==> src/sv/nearest_vertex_pick_assert.svh <==
// assertion helpers for the rtl
`ifndef NEAREST_VERTEX_PICK_ASSERT_SVH
`define NEAREST_VERTEX_PICK_ASSERT_SVH

// same-cycle implication, off during reset
`define NVP_ASSERT_NOW(label, clk, rst_n, ante, cons) \
	label: assert property (@(posedge clk) disable iff (!rst_n) (ante) |-> (cons)) \
		else $error("nvp assertion failed");

// next-cycle implication, off during reset
`define NVP_ASSERT_NXT(label, clk, rst_n, ante, cons) \
	label: assert property (@(posedge clk) disable iff (!rst_n) (ante) |=> (cons)) \
		else $error("nvp assertion failed");

`endif

==> src/sv/nvp_pkg.sv <==
package nvp_pkg;

	localparam int INDEX_BITS = 12;
	localparam int COORD_W    = 16;
	localparam int DEPTH_W    = 16;
	localparam int WIN_W      = 15;
	localparam int DIST_W     = 33;
	localparam int DX_W       = COORD_W + 1;
	localparam int MY_W       = COORD_W + 2;
	localparam int DY_W       = MY_W;
	localparam int DX2_W      = 2 * DX_W - 2;
	localparam int DY2_W      = 2 * DY_W - 2;
	localparam int SUM_W      = DY2_W + 1;
	localparam int CFG_IDX_W  = 2;
	localparam int CFG_DATA_W = DIST_W;

	localparam logic signed [COORD_W-1:0] MOUSE_X_RST    = 16'sd5600;
	localparam logic signed [COORD_W-1:0] MOUSE_Y_RST    = 16'sd8736;
	localparam logic [WIN_W-1:0]          WIN_HEIGHT_RST = 15'd9600;
	localparam logic [DIST_W-1:0]         DIST_LIMIT_RST = 33'd256000;

	typedef enum logic [CFG_IDX_W-1:0] {
		CFG_MOUSE_X       = 2'd0,
		CFG_MOUSE_Y_RAW   = 2'd1,
		CFG_WINDOW_HEIGHT = 2'd2,
		CFG_DIST_LIMIT    = 2'd3
	} cfg_reg_t;

	typedef struct packed {
		logic signed [COORD_W-1:0] mouse_x;
		logic signed [MY_W-1:0]    mouse_y;
		logic [DIST_W-1:0]         dist_limit;
	} cfg_t;

	typedef struct packed {
		logic                      valid;
		logic                      last;
		logic [INDEX_BITS-1:0]     index;
		logic signed [DEPTH_W-1:0] depth;
		logic [DX2_W-1:0]          dx2;
		logic [DY2_W-1:0]          dy2;
	} sq_t;

endpackage

==> src/sv/nvp_vert_if.sv <==
interface nvp_vert_if import nvp_pkg::*; ();
	logic                      valid;
	logic                      ready;
	logic [INDEX_BITS-1:0]     vert_index;
	logic signed [COORD_W-1:0] vert_x;
	logic signed [COORD_W-1:0] vert_y;
	logic signed [DEPTH_W-1:0] vert_depth;
	logic                      last_vertex;

	modport source (output valid, vert_index, vert_x, vert_y, vert_depth, last_vertex,
		input ready);
	modport sink (input valid, vert_index, vert_x, vert_y, vert_depth, last_vertex,
		output ready);
endinterface

==> src/sv/nvp_pick_if.sv <==
interface nvp_pick_if import nvp_pkg::*; ();
	logic                  valid;
	logic                  ready;
	logic [INDEX_BITS-1:0] match_index;
	logic                  match_found;
	logic [DIST_W-1:0]     match_dist;

	modport source (output valid, match_index, match_found, match_dist, input ready);
	modport sink (input valid, match_index, match_found, match_dist, output ready);
endinterface

==> src/sv/nvp_cfg.sv <==
module nvp_cfg import nvp_pkg::*; (
	input  logic                  clk,
	input  logic                  arst_n,
	input  logic                  cfg_we,
	input  logic [CFG_IDX_W-1:0]  cfg_index,
	input  logic [CFG_DATA_W-1:0] cfg_data,
	output cfg_t                  cfg
);

	logic signed [COORD_W-1:0] mouse_x_q;
	logic signed [COORD_W-1:0] mouse_y_raw_q;
	logic [WIN_W-1:0]          win_height_q;
	logic [DIST_W-1:0]         dist_limit_q;

	always_ff @(posedge clk or negedge arst_n) begin
		if (!arst_n) begin
			mouse_x_q     <= MOUSE_X_RST;
			mouse_y_raw_q <= MOUSE_Y_RST;
			win_height_q  <= WIN_HEIGHT_RST;
			dist_limit_q  <= DIST_LIMIT_RST;
		end else if (cfg_we) begin
			unique case (cfg_reg_t'(cfg_index))
				CFG_MOUSE_X:       mouse_x_q     <= cfg_data[COORD_W-1:0];
				CFG_MOUSE_Y_RAW:   mouse_y_raw_q <= cfg_data[COORD_W-1:0];
				CFG_WINDOW_HEIGHT: win_height_q  <= cfg_data[WIN_W-1:0];
				CFG_DIST_LIMIT:    dist_limit_q  <= cfg_data[DIST_W-1:0];
				default: ;
			endcase
		end
	end

	// flip mouse y against the window height, full precision
	always_comb begin
		cfg.mouse_x    = mouse_x_q;
		cfg.mouse_y    = $signed({{(MY_W-WIN_W){1'b0}}, win_height_q})
			- $signed({{(MY_W-COORD_W){mouse_y_raw_q[COORD_W-1]}}, mouse_y_raw_q});
		cfg.dist_limit = dist_limit_q;
	end

endmodule

==> src/sv/nvp_dist.sv <==
module nvp_dist import nvp_pkg::*; (
	input  logic       clk,
	input  logic       arst_n,
	input  cfg_t       cfg,
	input  logic       stall,
	nvp_vert_if.sink   vert,
	output sq_t        sq_s2
);

	logic                      v_s1;
	logic                      last_s1;
	logic [INDEX_BITS-1:0]     index_s1;
	logic signed [COORD_W-1:0] x_s1;
	logic signed [COORD_W-1:0] y_s1;
	logic signed [DEPTH_W-1:0] depth_s1;

	logic                      v_s2;
	logic                      last_s2;
	logic [INDEX_BITS-1:0]     index_s2;
	logic signed [DEPTH_W-1:0] depth_s2;
	logic [DX2_W-1:0]          dx2_s2;
	logic [DY2_W-1:0]          dy2_s2;

	logic signed [DX_W-1:0]   dx;
	logic signed [DY_W-1:0]   dy;
	logic signed [2*DX_W-1:0] dx_sq;
	logic signed [2*DY_W-1:0] dy_sq;

	// s1 may fill while empty even when the tracker stalls
	assign vert.ready = !v_s1 || !stall;

	always_ff @(posedge clk or negedge arst_n) begin
		if (!arst_n) begin
			v_s1 <= 1'b0;
		end else if (vert.ready) begin
			v_s1 <= vert.valid;
		end
	end

	always_ff @(posedge clk) begin
		if (vert.ready && vert.valid) begin
			last_s1  <= vert.last_vertex;
			index_s1 <= vert.vert_index;
			x_s1     <= vert.vert_x;
			y_s1     <= vert.vert_y;
			depth_s1 <= vert.vert_depth;
		end
	end

	always_comb begin
		dx    = $signed({cfg.mouse_x[COORD_W-1], cfg.mouse_x})
			- $signed({x_s1[COORD_W-1], x_s1});
		dy    = cfg.mouse_y - $signed({{(DY_W-COORD_W){y_s1[COORD_W-1]}}, y_s1});
		dx_sq = dx * dx;
		dy_sq = dy * dy;
	end

	always_ff @(posedge clk or negedge arst_n) begin
		if (!arst_n) begin
			v_s2 <= 1'b0;
		end else if (!stall) begin
			v_s2 <= v_s1;
		end
	end

	always_ff @(posedge clk) begin
		if (!stall && v_s1) begin
			last_s2  <= last_s1;
			index_s2 <= index_s1;
			depth_s2 <= depth_s1;
			dx2_s2   <= dx_sq[DX2_W-1:0];
			dy2_s2   <= dy_sq[DY2_W-1:0];
		end
	end

	always_comb begin
		sq_s2.valid = v_s2;
		sq_s2.last  = last_s2;
		sq_s2.index = index_s2;
		sq_s2.depth = depth_s2;
		sq_s2.dx2   = dx2_s2;
		sq_s2.dy2   = dy2_s2;
	end

endmodule

==> src/sv/nvp_track.sv <==
`include "nearest_vertex_pick_assert.svh"

module nvp_track import nvp_pkg::*; (
	input  logic       clk,
	input  logic       arst_n,
	input  cfg_t       cfg,
	input  sq_t        sq_s2,
	output logic       stall,
	nvp_pick_if.source pick
);

	logic                      best_valid_q;
	logic [DIST_W-1:0]         best_dist_q;
	logic signed [DEPTH_W-1:0] best_depth_q;
	logic [INDEX_BITS-1:0]     best_index_q;

	logic                  pick_valid_q;
	logic [INDEX_BITS-1:0] pick_index_q;
	logic                  pick_found_q;
	logic [DIST_W-1:0]     pick_dist_q;

	logic [SUM_W-1:0]  dist_sum;
	logic [DIST_W-1:0] dist33;
	logic              qualify;
	logic              take;
	logic              fire;
	logic              emit;

	logic                      nb_valid;
	logic [DIST_W-1:0]         nb_dist;
	logic signed [DEPTH_W-1:0] nb_depth;
	logic [INDEX_BITS-1:0]     nb_index;

	always_comb begin
		dist_sum = {{(SUM_W-DX2_W){1'b0}}, sq_s2.dx2} + {{(SUM_W-DY2_W){1'b0}}, sq_s2.dy2};
		dist33   = dist_sum[DIST_W-1:0];
		qualify  = dist_sum < {{(SUM_W-DIST_W){1'b0}}, cfg.dist_limit};
		// ties: smaller depth wins, then the earlier vertex stays
		take     = qualify && (!best_valid_q || (dist33 < best_dist_q)
			|| ((dist33 == best_dist_q) && (sq_s2.depth < best_depth_q)));
		nb_valid = best_valid_q || take;
		nb_dist  = take ? dist33 : best_dist_q;
		nb_depth = take ? sq_s2.depth : best_depth_q;
		nb_index = take ? sq_s2.index : best_index_q;
	end

	// only a scan end needs the output register
	assign stall = sq_s2.valid && sq_s2.last && pick_valid_q && !pick.ready;
	assign fire  = sq_s2.valid && !stall;
	assign emit  = fire && sq_s2.last;

	always_ff @(posedge clk or negedge arst_n) begin
		if (!arst_n) begin
			best_valid_q <= 1'b0;
			best_dist_q  <= '0;
			best_depth_q <= '0;
			best_index_q <= '0;
		end else if (fire) begin
			if (sq_s2.last) begin
				best_valid_q <= 1'b0;
				best_dist_q  <= '0;
				best_depth_q <= '0;
				best_index_q <= '0;
			end else begin
				best_valid_q <= nb_valid;
				best_dist_q  <= nb_dist;
				best_depth_q <= nb_depth;
				best_index_q <= nb_index;
			end
		end
	end

	always_ff @(posedge clk or negedge arst_n) begin
		if (!arst_n) begin
			pick_valid_q <= 1'b0;
		end else if (emit) begin
			pick_valid_q <= 1'b1;
		end else if (pick.ready) begin
			pick_valid_q <= 1'b0;
		end
	end

	always_ff @(posedge clk) begin
		if (emit) begin
			pick_found_q <= nb_valid;
			pick_index_q <= nb_valid ? nb_index : '0;
			pick_dist_q  <= nb_valid ? nb_dist : '0;
		end
	end

	assign pick.valid       = pick_valid_q;
	assign pick.match_index = pick_index_q;
	assign pick.match_found = pick_found_q;
	assign pick.match_dist  = pick_dist_q;

	`NVP_ASSERT_NOW(a_empty_pick_zero, clk, arst_n, pick_valid_q && !pick_found_q,
		(pick_index_q == '0) && (pick_dist_q == '0))
	`NVP_ASSERT_NOW(a_found_under_limit, clk, arst_n, pick_valid_q && pick_found_q,
		pick_dist_q < cfg.dist_limit)
	`NVP_ASSERT_NXT(a_scan_end_clears, clk, arst_n, emit,
		!best_valid_q && pick_valid_q)

endmodule

==> src/sv/nearest_vertex_pick.sv <==
// channel | dir | handshake     | payload
// vert    | in  | valid / ready | vert_index, vert_x, vert_y, vert_depth, last_vertex
// pick    | out | valid / ready | match_index, match_found, match_dist
// cfg     | in  | cfg_we        | cfg_index, cfg_data
//
// one vertex per cycle unless stalled; a scan end passes s1, s2 and the pick register
// stages: input register, squaring multipliers, add/compare/tracker update
// arst_n clears pipeline valids, the tracker and the config registers to defaults
// a stalled pick only holds the pipe when a scan end reaches the tracker
module nearest_vertex_pick import nvp_pkg::*; (
	input  logic                  clk,
	input  logic                  arst_n,
	input  logic                  cfg_we,
	input  logic [CFG_IDX_W-1:0]  cfg_index,
	input  logic [CFG_DATA_W-1:0] cfg_data,
	nvp_vert_if.sink              vert,
	nvp_pick_if.source            pick
);

	cfg_t cfg;
	sq_t  sq_s2;
	logic stall;

	nvp_cfg u_cfg (
		.clk       (clk),
		.arst_n    (arst_n),
		.cfg_we    (cfg_we),
		.cfg_index (cfg_index),
		.cfg_data  (cfg_data),
		.cfg       (cfg)
	);

	nvp_dist u_dist (
		.clk    (clk),
		.arst_n (arst_n),
		.cfg    (cfg),
		.stall  (stall),
		.vert   (vert),
		.sq_s2  (sq_s2)
	);

	nvp_track u_track (
		.clk    (clk),
		.arst_n (arst_n),
		.cfg    (cfg),
		.sq_s2  (sq_s2),
		.stall  (stall),
		.pick   (pick)
	);

endmodule

==> src/flat_wrapper.sv <==
// flat-port wrapper written by rule: the top's interface ports become plain ports
module nearest_vertex_pick_flat import nvp_pkg::*;
  (clk, arst_n, cfg_we, cfg_index, cfg_data, vert_valid, vert_vert_index, vert_vert_x, vert_vert_y, vert_vert_depth, vert_last_vertex, vert_ready, pick_valid, pick_match_index, pick_match_found, pick_match_dist, pick_ready);
  nvp_vert_if vert_i ();
  nvp_pick_if pick_i ();
  input  logic clk;
  input  logic arst_n;
  input  logic cfg_we;
  input  logic [CFG_IDX_W-1:0] cfg_index;
  input  logic [CFG_DATA_W-1:0] cfg_data;
  input wire logic [$bits(vert_i.valid)-1:0] vert_valid;
  input wire logic [$bits(vert_i.vert_index)-1:0] vert_vert_index;
  input wire logic [$bits(vert_i.vert_x)-1:0] vert_vert_x;
  input wire logic [$bits(vert_i.vert_y)-1:0] vert_vert_y;
  input wire logic [$bits(vert_i.vert_depth)-1:0] vert_vert_depth;
  input wire logic [$bits(vert_i.last_vertex)-1:0] vert_last_vertex;
  output wire logic [$bits(vert_i.ready)-1:0] vert_ready;
  output wire logic [$bits(pick_i.valid)-1:0] pick_valid;
  output wire logic [$bits(pick_i.match_index)-1:0] pick_match_index;
  output wire logic [$bits(pick_i.match_found)-1:0] pick_match_found;
  output wire logic [$bits(pick_i.match_dist)-1:0] pick_match_dist;
  input wire logic [$bits(pick_i.ready)-1:0] pick_ready;
  assign vert_i.valid = vert_valid;
  assign vert_i.vert_index = vert_vert_index;
  assign vert_i.vert_x = vert_vert_x;
  assign vert_i.vert_y = vert_vert_y;
  assign vert_i.vert_depth = vert_vert_depth;
  assign vert_i.last_vertex = vert_last_vertex;
  assign vert_ready = vert_i.ready;
  assign pick_valid = pick_i.valid;
  assign pick_match_index = pick_i.match_index;
  assign pick_match_found = pick_i.match_found;
  assign pick_match_dist = pick_i.match_dist;
  assign pick_i.ready = pick_ready;
  nearest_vertex_pick u_core (.clk(clk), .arst_n(arst_n), .cfg_we(cfg_we), .cfg_index(cfg_index), .cfg_data(cfg_data), .vert(vert_i), .pick(pick_i));
endmodule
==> config.mk <==
export PLATFORM = sky130hd
export DESIGN_NAME = nearest_vertex_pick_flat
export DESIGN_NICKNAME = d
export VERILOG_FILES = /design/src/sv/nvp_pkg.sv /design/src/sv/nvp_vert_if.sv /design/src/sv/nvp_pick_if.sv /design/src/sv/nvp_cfg.sv /design/src/sv/nvp_dist.sv /design/src/sv/nvp_track.sv /design/src/sv/nearest_vertex_pick.sv /design/src/flat_wrapper.sv
export VERILOG_INCLUDE_DIRS = /design/src /design/src/sv
export SDC_FILE = /design/constraint.sdc
export NUM_CORES = 2
export LEC_CHECK = 0
export BUFFER_PORTS_ARGS = -buffer_cell sky130_fd_sc_hd__buf_2
export CAP_MARGIN = 20
export CORE_UTILIZATION = 55
export CTS_BUF_LIST = sky130_fd_sc_hd__clkbuf_8
export DETAILED_ROUTE_END_ITERATION = 12
export GPL_TIMING_DRIVEN = 0
export PLACE_DENSITY = 0.7
export REMOVE_ABC_BUFFERS = 1
export SLEW_MARGIN = 0
export SYNTH_ARGS = -nofsm -noshare
export SYNTH_HDL_FRONTEND = slang
export SYNTH_HIERARCHICAL = 1
export SYNTH_SLANG_ARGS = --single-unit
==> constraint.sdc <==
create_clock -name clk -period 12.8 [get_ports clk]
set_clock_uncertainty 0.05 [all_clocks]
set_input_delay 2.56 -clock clk [delete_from_list [all_inputs] [get_ports clk]]
set_output_delay 2.56 -clock clk [all_outputs]
set_load 0.01 [all_outputs]
==> impl_metrics.json <==
{
  "yosysWarnings": 6,
  "end_kind": "flip-flop",
  "place_hpwl_um": 71400,
  "drtPass1Iterations": 6,
  "crit_top_cell": "fa_1",
  "synthTopCellsByArea": "fa_1 (28%), edfxtp_1 (16%), ha_1 (11%), inv_1 (8.4%), dfrtp_1 (8.2%)",
  "ys_ff_latch": 345,
  "ys_seq_area_share_pct": 25.1,
  "ios": 149,
  "post-route-drc-count": 0,
  "cts_buffers": 58,
  "netlist_instances": 3801,
  "multi_input_area_um2": 25000,
  "slew-limit-headroom_pct": 22.1,
  "seqCellArea_um2": 9660,
  "synth.largest_area_cell": "fa_1",
  "hold_viol_final": 0,
  "clock_latency_ps": 680,
  "synthArstFlopShare_pct": 42.0,
  "die_area_um2": 71000,
  "die_w_um": 266,
  "nets": 4915,
  "grt.met3_usage_pct": 3.42,
  "rsz0062_at_grt": "false",
  "critPathArrivalTime_ps": 11310,
  "num-fill-cells": 5865,
  "synthTopCellsByCount": "inv_1 (864), fa_1 (547), ha_1 (334), nor2_1 (267), nand2_1 (254)",
  "start_util_pct": 55.9,
  "gp_congestion": 0.952,
  "fmaxAchievable_ghz": 0.0911,
  "synth.most_common_cell": "inv_1",
  "outcome": "complete, no violations",
  "grt_pass1_vias": 27980,
  "drv_slew": 0,
  "routed-via-count": 26801,
  "cp_slowest_stage_delay_ps": 840,
  "drive_gt1_share_pct": 11.2,
  "grtUsageTotal_pct": 26.4,
  "drt_iter0_markers": 1960,
  "grt_util_met2_pct": 44.6,
  "clkSlewWorstSetupHoldPaths_ps": 60,
  "root_buffer": "clkbuf_8",
  "ant_nets": 0,
  "std_cell_rows": 96,
  "preCtsSetupSlack_ps": 1940,
  "ys.flop_type": "edfxtp_1",
  "synthesis.area_um2": 38500,
  "routed_wl_um": 89100,
  "dp_cells": 4800,
  "antenna_found_initial": 1,
  "port_buffers": 148,
  "finish.utilization_pct": 60.4,
  "grt_pass1_wl_um": 146000,
  "cts_setup_buffers": 0,
  "cap_violations": 0,
  "cts.sinks": 345,
  "period_share_pct": 85.7,
  "startpoint_type": "flip-flop",
  "cts_resized": 0,
  "syn_to_final_growth_pct": 8.05,
  "busiest_layer": "met2",
  "synth_edf_count": 200,
  "worst_pin_slew_ps": 1160,
  "setup_viol": 0,
  "htreeDepth": 2,
  "timing.final.crit_period_ps": 10970,
  "clockBufferDepth": 3,
  "grt_overflow_total": 0,
  "hp-class": "reg2reg",
  "met1_usage_pct": 34.0,
  "synth.top_cell.area_share_pct": 28.5,
  "required_ps": 13140,
  "criticalPathCategory": "reg2reg",
  "avgSynthCellArea_um2": 10.1,
  "postCtsHoldBufs": 0,
  "setup_ws_ps": 1830,
  "fin_cells": 4914,
  "grt_max_degree": 89,
  "critPathMaxFanout": 25,
  "fin_setup_tns_ps": 0,
  "critPathSlowestCell": "nor2_2",
  "die_h_um": 266,
  "cts_tree": "yes",
  "synth.distinct_cells": 102,
  "detail_route.wl_per_cell_um": 18.1,
  "coreArea_um2": 68800,
  "via_per_inst": 5.45
}
[path summary, 6_finish.rpt]
check	from	to	slack, ps	cells past startpoint
max in group asynchronous	arst_n	u_core/u_cfg/dist_limit_q[17]	9950	2
min	u_core/u_dist/depth_s1[6]	u_core/u_dist/depth_s2[6]	370	0
max	u_core/u_cfg/mouse_y_raw_q[0]	u_core/u_dist/dy2_s2[31]	1830	34
min in group asynchronous	arst_n	u_core/u_dist/v_s1	1830	1
min reg2reg	u_core/u_dist/depth_s1[6]	u_core/u_dist/depth_s2[6]	370	0
max reg2reg	u_core/u_cfg/mouse_y_raw_q[0]	u_core/u_dist/dy2_s2[31]	1830	34
[state kept, by name (all words and copies together) (netlist names), 12 cells and up]
signal,cells
u_core/u_cfg/win_height_q,15
u_core/u_dist/dy2_s2,33
u_core/u_track/best_index_q,12
u_core/u_dist/depth_s1,16
u_core/u_dist/index_s2,12
u_core/u_dist/dx2_s2,31
u_core/u_dist/index_s1,12
u_core/u_cfg/mouse_x_q,16
u_core/u_cfg/dist_limit_q,33
u_core/u_track/pick.match_index,12
u_core/u_dist/x_s1,16
u_core/u_track/best_dist_q,33
u_core/u_track/best_depth_q,16
u_core/u_cfg/mouse_y_raw_q,16
u_core/u_dist/y_s1,16
u_core/u_track/pick.match_dist,33
u_core/u_dist/depth_s2,16
[logic make-up after synthesis]
family,synth area share (%)
buf+inv,9.97
flops,25.1
xor+xnor,3.53
mux,2.41
simple gates,9.07
fa+ha+maj,39.3
compound gates,10.5
other cells,0.00975
[layout make-up]
cell class / instances / share of cell area [%]
clock inverter: 42 / 0.723
clock buffer: 67 / 2.22
inverter: 882 / 7.97
antenna: 1 / 0.00602
multi-input combinational: 2471 / 60.3
tap: 931 / 2.80
timing repair buffer: 175 / 2.77
sequential: 345 / 23.2
[per-layer routing]
layer / routed length (um) / part of all wire (%) / vias to the layer above
met5: 0 / 0 / -
met4: 4160 / 4.7 / 0
met3: 5350 / 6.0 / 166
met2: 43600 / 49 / 786
met1: 36000 / 40 / 13373
li1: - / - / 12476
[metrics by stage]
step / instance area [um^2] / hold WS [ps]
after global routing: 41500 / 368
after global placement: 39800 / 353
after detailed placement: 40300 / 355
after CTS: 41500 / 361
after floorplan: 37900 / 350
final: 41500 / 366
[worst max-delay path, delay by kind of cell (launching register included)]
family,cells,cell delay [ps]
compound gates,11,2800
xor+xnor,1,100
fa+ha+maj,10,4500
buf+inv,4,670
flops,1,380
mux,1,110
simple gates,7,2070
[placed cells by master, fill, tap and decap left out, types with 11 or more instances in the layout]
cell type	instances
inv_1	884
fa_1	547
a21oi_1	164
a211oi_1	18
a21o_1	68
dfrtp_1	126
mux2_2	79
a22o_1	43
ha_1	334
xor2_1	39
a21oi_2	11
nor2_1	265
clkinv_1	19
nand4_1	24
o21ai_1	13
edfxtp_1	200
nor3_1	25
xnor2_1	101
o311ai_0	12
o311ai_1	11
clkbuf_8	67
nor2b_1	17
nand3_1	75
nand2b_1	19
o21a_1	36
and3_1	21
nand2_1	253
buf_2	147
o21ai_0	101
dfstp_2	19
or3_1	12
Power is not shown: default switching activity piles up to over one toggle a cycle in this logic, so the estimate is an artifact.
